$ cat src/rtl/cdtx_pkg.sv
package cdtx_pkg;

    localparam int unsigned C_MAX_PACKS   = 2048;
    localparam logic [11:0] C_MAX_PACKS_W = 12'(C_MAX_PACKS);

    localparam logic [15:0] C_CRC_POLY = 16'h1021;
    localparam logic [15:0] C_CRC_INV  = 16'hFFFF;

    localparam int unsigned C_BUF_DEPTH = 5;
    localparam logic [2:0]  C_CNT_HDR   = 3'd5;
    localparam logic [2:0]  C_CNT_CRC   = 3'd3;
    localparam logic [2:0]  C_CNT_ONE   = 3'd1;

    localparam logic [3:0]  C_LAST_BYTE = 4'd15;

    localparam logic        C_REG_PACK_COUNT = 1'b0;

    typedef struct packed {
        logic [C_BUF_DEPTH-1:0][7:0] bytes;
        logic [2:0]                  cnt;
        logic                        fin;
    } t_frame;

    function automatic logic [15:0] crc_feed(input logic [15:0] crc, input logic [7:0] b);
        logic [15:0] c;
        c = crc ^ {b, 8'h00};
        for (int i = 0; i < 8; i++) begin
            if (c[15]) begin
                c = (c << 1) ^ C_CRC_POLY;
            end else begin
                c = c << 1;
            end
        end
        return c;
    endfunction

endpackage

$ cat src/rtl/cdtx_out_buf.sv
module cdtx_out_buf
    import cdtx_pkg::*;
(
    input  logic       i_clk,
    input  logic       i_rst_n,
    input  logic       i_load,
    input  t_frame     i_frame,
    output logic       o_ready,
    output logic       o_tvalid,
    input  logic       i_tready,
    output logic [7:0] o_tdata,
    output logic       o_tlast
);

    logic [C_BUF_DEPTH-1:0][7:0] r_buf, n_buf;
    logic [2:0]                  r_cnt, n_cnt;
    logic                        r_fin, n_fin;
    logic                        w_take;

    assign o_tvalid = (r_cnt != 3'd0);
    assign w_take   = o_tvalid & i_tready;
    assign o_ready  = (r_cnt == 3'd0) || ((r_cnt == C_CNT_ONE) && i_tready);
    assign o_tdata  = r_buf[0];
    assign o_tlast  = r_fin && (r_cnt == C_CNT_ONE);

    always_comb begin
        n_buf = r_buf;
        n_cnt = r_cnt;
        n_fin = r_fin;
        if (i_load) begin
            n_buf = i_frame.bytes;
            n_cnt = i_frame.cnt;
            n_fin = i_frame.fin;
        end else if (w_take) begin
            n_buf = {8'h00, r_buf[C_BUF_DEPTH-1:1]};
            n_cnt = r_cnt - 3'd1;
        end
    end

    always_ff @(posedge i_clk) begin
        if (!i_rst_n) begin
            r_cnt <= 3'd0;
            r_fin <= 1'b0;
        end else begin
            r_cnt <= n_cnt;
            r_fin <= n_fin;
        end
    end

    always_ff @(posedge i_clk) begin
        r_buf <= n_buf;
    end

    a_load_when_free: assert property (@(posedge i_clk) disable iff (!i_rst_n)
        i_load |-> ((r_cnt == 3'd0) || ((r_cnt == C_CNT_ONE) && w_take)))
        else $error("load over pending bytes");

    a_cnt_bound: assert property (@(posedge i_clk) disable iff (!i_rst_n)
        r_cnt <= 3'(C_BUF_DEPTH))
        else $error("byte count out of range");

    a_keep_valid: assert property (@(posedge i_clk) disable iff (!i_rst_n)
        (w_take && !i_load && (r_cnt > C_CNT_ONE)) |=> o_tvalid)
        else $error("bytes dropped");

endmodule

$ cat src/rtl/cd_text_pack_crc_framer.sv
// CD-TEXT pack framer. Takes 16 payload bytes per pack on s_axis and sends the framed
// stream on m_axis, one byte per cycle while m_axis_tready is high: a four-byte header
// (18*pack_count+2 big-endian, then two zeros) before the first byte of a stream, each
// payload byte, and after every 16th byte the inverted CRC-16 (poly 0x1021, init 0) high
// byte first. tlast marks the last CRC byte of the final pack, after which the next byte
// starts a new stream. An accepted byte yields 1, 3 or 5 output bytes held in a five-byte
// output buffer; the next byte is taken in the cycle the buffer's final byte leaves, so
// the input waits until earlier output bytes are sent: 5 for a stream's first byte, 3 for
// a pack's 16th, 1 otherwise (18 output bytes per pack). pack_count is clamped to
// 1..2048; write it only while the block is idle.
module cd_text_pack_crc_framer
    import cdtx_pkg::*;
(
    input  logic        i_clk,
    input  logic        i_rst_n,
    input  logic        s_axis_tvalid,
    output logic        s_axis_tready,
    input  logic [7:0]  s_axis_tdata,   // pack_byte
    output logic        m_axis_tvalid,
    input  logic        m_axis_tready,
    output logic [7:0]  m_axis_tdata,   // out_byte
    output logic        m_axis_tlast,   // last
    input  logic        psel,
    input  logic        penable,
    input  logic        pwrite,
    input  logic [2:0]  paddr,
    input  logic [31:0] pwdata,
    output logic [31:0] prdata,
    output logic        pready
);

    logic [11:0] r_pack_count;
    logic [15:0] r_crc, n_crc;
    logic [3:0]  r_byte_in_pack, n_byte_in_pack;
    logic [11:0] r_packs_done, n_packs_done;
    logic        r_header_sent, n_header_sent;

    logic [11:0] w_eff;
    logic [15:0] w_len;
    logic [15:0] w_crc_nxt;
    logic [15:0] w_crc_out;
    logic [11:0] w_done;
    logic        w_pack_end;
    logic        w_fin;
    logic        w_acc;
    logic        w_buf_ready;
    t_frame      w_frame;

    // config port
    assign pready = 1'b1;
    assign prdata = (paddr[2] == C_REG_PACK_COUNT) ? {20'h00000, r_pack_count} : 32'h0;

    always_ff @(posedge i_clk) begin
        if (!i_rst_n) begin
            r_pack_count <= 12'd1;
        end else if (psel && penable && pwrite && (paddr[2] == C_REG_PACK_COUNT)) begin
            r_pack_count <= pwdata[11:0];
        end
    end

    // framing
    assign s_axis_tready = w_buf_ready;
    assign w_acc         = s_axis_tvalid & w_buf_ready;

    always_comb begin
        if (r_pack_count == 12'd0) begin
            w_eff = 12'd1;
        end else if (r_pack_count > C_MAX_PACKS_W) begin
            w_eff = C_MAX_PACKS_W;
        end else begin
            w_eff = r_pack_count;
        end
    end

    assign w_len      = ({4'h0, w_eff} << 4) + ({4'h0, w_eff} << 1) + 16'd2;
    assign w_crc_nxt  = crc_feed(r_crc, s_axis_tdata);
    assign w_crc_out  = w_crc_nxt ^ C_CRC_INV;
    assign w_done     = r_packs_done + 12'd1;
    assign w_pack_end = (r_byte_in_pack == C_LAST_BYTE);
    assign w_fin      = w_pack_end && (w_done >= w_eff);

    always_comb begin
        w_frame.bytes = '0;
        w_frame.fin   = w_fin;
        if (!r_header_sent) begin
            w_frame.bytes[0] = w_len[15:8];
            w_frame.bytes[1] = w_len[7:0];
            w_frame.bytes[4] = s_axis_tdata;
            w_frame.cnt      = C_CNT_HDR;
        end else if (w_pack_end) begin
            w_frame.bytes[0] = s_axis_tdata;
            w_frame.bytes[1] = w_crc_out[15:8];
            w_frame.bytes[2] = w_crc_out[7:0];
            w_frame.cnt      = C_CNT_CRC;
        end else begin
            w_frame.bytes[0] = s_axis_tdata;
            w_frame.cnt      = C_CNT_ONE;
        end
    end

    always_comb begin
        n_crc          = r_crc;
        n_byte_in_pack = r_byte_in_pack;
        n_packs_done   = r_packs_done;
        n_header_sent  = r_header_sent;
        if (w_acc) begin
            n_byte_in_pack = r_byte_in_pack + 4'd1;
            n_header_sent  = 1'b1;
            if (w_pack_end) begin
                n_crc = 16'h0000;
                if (w_fin) begin
                    n_packs_done  = 12'd0;
                    n_header_sent = 1'b0;
                end else begin
                    n_packs_done = w_done;
                end
            end else begin
                n_crc = w_crc_nxt;
            end
        end
    end

    always_ff @(posedge i_clk) begin
        if (!i_rst_n) begin
            r_crc          <= 16'h0000;
            r_byte_in_pack <= 4'd0;
            r_packs_done   <= 12'd0;
            r_header_sent  <= 1'b0;
        end else begin
            r_crc          <= n_crc;
            r_byte_in_pack <= n_byte_in_pack;
            r_packs_done   <= n_packs_done;
            r_header_sent  <= n_header_sent;
        end
    end

    cdtx_out_buf u_out_buf (
        .i_clk    (i_clk),
        .i_rst_n  (i_rst_n),
        .i_load   (w_acc),
        .i_frame  (w_frame),
        .o_ready  (w_buf_ready),
        .o_tvalid (m_axis_tvalid),
        .i_tready (m_axis_tready),
        .o_tdata  (m_axis_tdata),
        .o_tlast  (m_axis_tlast)
    );

    a_crc_cleared: assert property (@(posedge i_clk) disable iff (!i_rst_n)
        (w_acc && w_pack_end) |=> (r_crc == 16'h0000))
        else $error("crc not cleared at pack end");

    a_header_once: assert property (@(posedge i_clk) disable iff (!i_rst_n)
        (w_acc && !r_header_sent) |=> r_header_sent)
        else $error("header not marked sent");

    a_stream_restart: assert property (@(posedge i_clk) disable iff (!i_rst_n)
        (w_acc && w_fin) |=> (!r_header_sent && (r_packs_done == 12'd0)))
        else $error("stream did not re-arm");

endmodule

$ cat config.mk
export PLATFORM = sky130hd
export DESIGN_NAME = cd_text_pack_crc_framer
export DESIGN_NICKNAME = d
export VERILOG_FILES = /design/src/rtl/cdtx_pkg.sv /design/src/rtl/cdtx_out_buf.sv /design/src/rtl/cd_text_pack_crc_framer.sv
export SDC_FILE = /design/constraint.sdc
export NUM_CORES = 1
export LEC_CHECK = 0
export BUFFER_PORTS_ARGS = -buffer_cell sky130_fd_sc_hd__buf_4
export CAP_MARGIN = 40
export CORE_ASPECT_RATIO = 0.9
export CORE_MARGIN = 1.5
export CORE_UTILIZATION = 60
export DETAILED_ROUTE_END_ITERATION = 10
export GPL_TIMING_DRIVEN = 0
export HOLD_SLACK_MARGIN = 0.02
export PLACE_DENSITY = 0.84
export REMOVE_ABC_BUFFERS = 1
export SLEW_MARGIN = 40
export SYNTH_ARGS = -nofsm -noshare
export SYNTH_HDL_FRONTEND = slang
export SYNTH_SLANG_ARGS = --single-unit
$ cat constraint.sdc
create_clock -name i_clk -period 5.83 [get_ports i_clk]
set_input_delay 0.2915 -clock i_clk [delete_from_list [all_inputs] [get_ports i_clk]]
set_output_delay 0.2915 -clock i_clk [all_outputs]
set_load 0.02 [all_outputs]
After elaboration in Yosys (flattened, before gate mapping):

Index checks and enable logic that the tools add are counted.

* bits in registers: 89
* input bits: 50
* output and inout port bits: 44
* word-level logic and storage cells: 70

* $add $sub $neg: 5
* magnitude comparators: 2
* equal/unequal tests: 2
* muxes and demuxes: 24
* bitwise gates (word level): 13
* reduce and logical (&&, ||, !) cells: 12

Operator list (number)
* 13-bit two-way mux: 8
* 40-bit two-way mux: 2
* 12-bit two-way mux: 4
* 16-bit two-way mux: 2
* 3-bit NOT: 8
* 19-bit two-way mux: 1
* 16-bit by 13-bit adder with 16-bit output: 1
* 16-bit by 2-bit adder with 16-bit output, second input constant: 1
* 8-bit two-way mux: 2
* 16-bit NOT: 1
* 16-bit XOR: 1
* 12-bit by 1-bit adder with 12-bit output, second input constant: 1
* 12-bit >= comparator: 1
* 12-bit > comparator, second input constant: 1
* 12-bit zero test: 1
* 1-bit logical AND: 6
* 3-bit two-way mux: 2
* 4-bit by 1-bit adder with 4-bit output, second input constant: 1
* 4-bit == test, second input constant: 1
* 3-bit by 1-bit == test with 1-bit output, second input constant: 1
* 3-bit zero test: 1
* 3-bit nonzero test: 1
* 3-bit by 1-bit subtractor with 3-bit output, second input constant: 1
* 1-bit AND: 2
* other kinds (6): 7

Depth between registers and ports, before layout:

* depth after elaboration: 21
* gate-level depth with buffers: 16

Hierarchy:

Synthesis repeated with hierarchy kept, for this count alone.

* cells, all modules: 582
* area, all modules: 5519.0 sq um

By module, submodules not included
* cd_text_pack_crc_framer: instances 1, cells each 457, area an instance 3520.9 sq um, seq. area each 900.9 sq um
* cdtx_out_buf: instances 1, cells each 125, area an instance 1998.2 sq um, seq. area each 1281.2 sq um

Worst setup path after synthesis:

OpenSTA, ideal clock, no wires.

* kind: reg-to-reg
* start: register r_packs_done[0]
* end: register r_packs_done[10]
* arrival time: 2.867 ns
* data required time: 5.713 ns
* slack: 2.845 ns
* cell stages (with the launch flop): 16
* clock period less this slack: 2.985 ns
* cells stage by stage: dfxtp_1 -> ha_1 -> nand3_1 -> nor2_1 -> nand3_1 -> inv_1 -> nand3_1 -> xnor2_1 -> ha_1 -> and4_1 -> and2_1 -> nand3_1 -> nor3b_2 -> a211oi_2 -> buf_6 -> a32o_1

* longest elaborated chain between the ends: 4

Ends and longest elaborated chain
* from (decl): RTL line cd_text_pack_crc_framer.sv:35 `logic [11:0] r_packs_done, n_packs_done;`
* from (signal assigned): RTL line cd_text_pack_crc_framer.sv:132 `r_packs_done <= n_packs_done;`
* 12-bit by 1-bit adder with 12-bit output (*): RTL line cd_text_pack_crc_framer.sv:78 `assign w_done = r_packs_done + 12'd1;`
* 12-bit >= comparator: RTL line cd_text_pack_crc_framer.sv:80 `assign w_fin = w_pack_end && (w_done >= w_eff);`
* 1-bit logical AND: RTL line cd_text_pack_crc_framer.sv:80
* 12-bit two-way mux (*): RTL line cd_text_pack_crc_framer.sv:111 `if (w_fin) begin`

Mark *: on every way between the ends. The rest lies on a longest branch, timed or not.
A chain may end at the register's enable or synchronous reset.

Worst setup path in the final report:

* start: register r_packs_done[0]
* end: register r_packs_done[4]

Same word-level chain as after synthesis.

==> summary.txt <==
Final layout
  – Area Overhead vs Synth: 9.125%
  – Final non-filler cell total: 763
  – Ant diodes: 0
  – # fillers: 700
  – FF+latch area: 2103 um^2
  – Multi-input gate area: ~3000 um^2
  – Fin nets: 709
  – Share of layout cells above drive strength 1: 14.13%

Global routing
  – Remaining global-route overflow: 0
  – Initial antenna violation count: 0
  – Maximum number of pins on one net before global-route repair: 42
  – Number of global-route vias before repair: approximately 4300
  – First-pass GRT wire length: 21.08 mm
  – Total GRT Usage: 28.33%

Worst setup path
  – WP data required: 6150 ps
  – Arrival time at the worst endpoint: roughly 4400 ps
  – CP bufs+invs: 1
  – Worst-path fanout max: 20
  – CP delay by family, top: compound AO/OA/AOI/OAI gates
  – Critical Path Most Common Cell: nand3_1
  – Setup crit end kind: flip-flop
  – Crit path from: r_packs_done[0]
  – Worst Setup Start Kind: flip-flop
  – Crit-path max cell delay: between 700 and 800 ps
  – R2R Path Start: r_packs_done[0]
  – Worst-path cell chain: ha_1 -> nand3_1 -> nor2_1 -> nand3_1 -> inv_1 -> nand3_1 -> xnor2_1 -> ha_1 -> a21o_1 -> a221oi_1 -> nand2_1 -> a211oi_4 -> nand3_1 -> mux2i_1
  – Crit-path slowest cell: a211oi_4
  – CP Class: flip-flop to flip-flop

Timing
  – Post-route clock skew: 16.16 ps
  – Rel. slew slack: 45.56%
  – Final min period: 4042 ps
  – Hold WS: 146.1 ps
  – Worst slew pin tran: 814.0 ps
  – Final WS setup: 1788 ps
  – TNS Setup: 0 ps
  – Finish-stage setup viols: 0
  – Max Clk Rate: ~250 MHz
  – Final hold vios: 0
  – RSZ-0062 raised after global routing: no
  – Fin. max-slew vios: 0
  – Tcrit/Tclk final: 69.32%

Clocking
  – Num CTS Buffers: 9
  – Cts hold-fix bufs: 0
  – CTS clk-pin slew, worst paths: 90 ps
  – Skew-Pair Late Insertion Delay: between 300 and 400 ps
  – Max H-tree Level: 3
  – Post-CTS Setup Inserts: 0
  – CTS tree: built
  – Resize count post-CTS: 0
  – CTS root buffer: clkbuf_8
  – Clk sink count: 89
  – Max clock buf depth: 2

Placement
  – Setup WS pre-CTS: 1857 ps
  – HPWL Detailed: 8.785 mm
  – PortBufs: 50
  – Dpl cells: 745
  – RD Place Congestion: 0.9446

Route
  – Initial DRC count: between 200 and 300
  – Drt drc: 0
  – Drt wl/cell: 16.89 um
  – DRT Pass-1 Iters: 5
  – DR vias: 4471
  – Final wirelength: 12.89 mm
  – Vias/cell: around 5.9
  – DRT antenna net count: 0

Yosys
  – Top FF cell, synth: dfxtp_1
  – Cell taking the most area after synthesis: dfxtp_1
  – Count leader, synth: nand2_1
  – Seq/Total Area, Yosys: about two fifths
  – Syn Inst Count: 621
  – Syn. warnings: 0
  – EDFF count, synth: 32
  – Area share of the largest cell type after synthesis: 21.07%
  – Synth Register Bits: 89
  – Commonest cells post-synth: nand2_1 (93), dfxtp_1 (57), nand3_1 (37)
  – Post-Synthesis Cell Area: approximately 5400 um^2
  – FFs w/ async S/R, synth: 0%
  – Area contributors post-synth: dfxtp_1 (21%), edfxtp_1 (18%), nand2_1 (6.4%)
  – Post-synthesis cell type count: 59
  – Synthesized area per cell: 8.722 um^2

Die
  – Initial Util: 62.63%
  – IO Count: 94
  – CORE AREA: 8648 um^2
  – Rows: 32
  – Die width: 103.2 um
  – Die Span Y: 93.14 um
  – Die area: 9607 um^2

Power
  – Power per cell area: 382.3 nW/um^2
  – Pleak: 2.294 nW
  – Total chip power: about 2.3 mW
  – VDD IR-drop max: 0.0001953 V

Min path
  – Startpoint of the worst hold path: pwdata[0]
  – Worst Hold Class: primary input to flip-flop

Outcome
  – Status: finished, final reports clean

Run
  – Max-Cap Viols: 0
sequential cells by signal, indices dropped and copies added (netlist names):
| register | cells |
|---|---|
| r_byte_in_pack | 4 |
| r_crc | 16 |
| r_header_sent | 1 |
| r_pack_count | 12 |
| r_packs_done | 12 |
| u_out_buf.o_tdata | 8 |
| u_out_buf.r_buf | 32 |
| u_out_buf.r_cnt | 3 |
| u_out_buf.r_fin | 1 |
tightest hold or removal path, stage by stage:
cell      delay [ps]
buf_4             80
nand2_1           40
o211ai_1          80
cell type report:
type / count / area share, %
timing repair buffer: 52 / 7.007
clock inverter: 6 / 1.185
sequential: 89 / 35.58
inverter: 19 / 1.207
tap: 119 / 2.519
clock buffer: 10 / 2.329
multi-input combinational: 468 / 50.17
cells by family (layout without fill, tap and decap cells):
kind of cell	Yosys count	count (layout)	share of synthesized area [%]
mux	11	11	2.033
compound gates	132	132	16.63
fa+ha+maj	21	21	4.805
other cells	2	21	0.1387
flops	89	89	38.81
buf+inv	83	87	8.247
xor+xnor	52	52	8.408
simple gates	231	231	20.93
per-layer routing:
layer | GRT usage, % | part of all wire (%) | up-vias
met2 | 46.77 | 48 | 208
met1 | 35.66 | 42 | 2083
li1 | - | - | 2142
met3 | 6.577 | 7.5 | 38
met4 | 11.37 | 2.4 | 0
met5 | 0 | 0 | -
power by group:
part           internal, mW  switching [mW]
logic                 0.302           0.519
registers             0.880           0.106
clock network         0.214           0.239
worst paths after layout:
kind	end	slack, ps	cells after the start
min reg2reg	u_out_buf.r_buf[24]	470	2
max	r_packs_done[4]	1790	14
max reg2reg	r_packs_done[4]	1790	14
min	r_pack_count[0]	150	3
cell usage in the layout (no fill, tap or decap), types with 2 or more instances in the layout:
master / n
nand3b_1: 2
a21oi_1: 31
inv_6: 3
a22oi_1: 10
o211ai_1: 8
nor2_1: 21
a21o_1: 3
edfxtp_1: 32
and3_1: 3
conb_1: 21
o21ai_1: 4
or2_2: 2
dfxtp_1: 56
o31ai_1: 2
ha_1: 20
a31oi_1: 3
a21boi_0: 22
nand2_1: 91
clkbuf_8: 10
a31o_2: 3
buf_4: 50
o21ai_0: 23
nor3_1: 11
o21bai_1: 2
nand2b_1: 5
a32oi_1: 2
nand4b_1: 2
nand4_1: 3
nor2b_1: 24
xor2_1: 17
a32o_1: 5
nand2_2: 2
inv_1: 19
a221oi_1: 3
and2_1: 15
nand3_1: 37
xnor2_1: 35
o221ai_1: 2
mux2i_1: 11
through the flow:
stage	area [um^2]	utilization, %
after floorplan	5112	-
after global routing	5911	68.34
final	5911	68.34
after global placement	5637	65.18
after CTS	5863	67.80
after detailed placement	5655	65.39
Power figures use the tool's default switching activity.
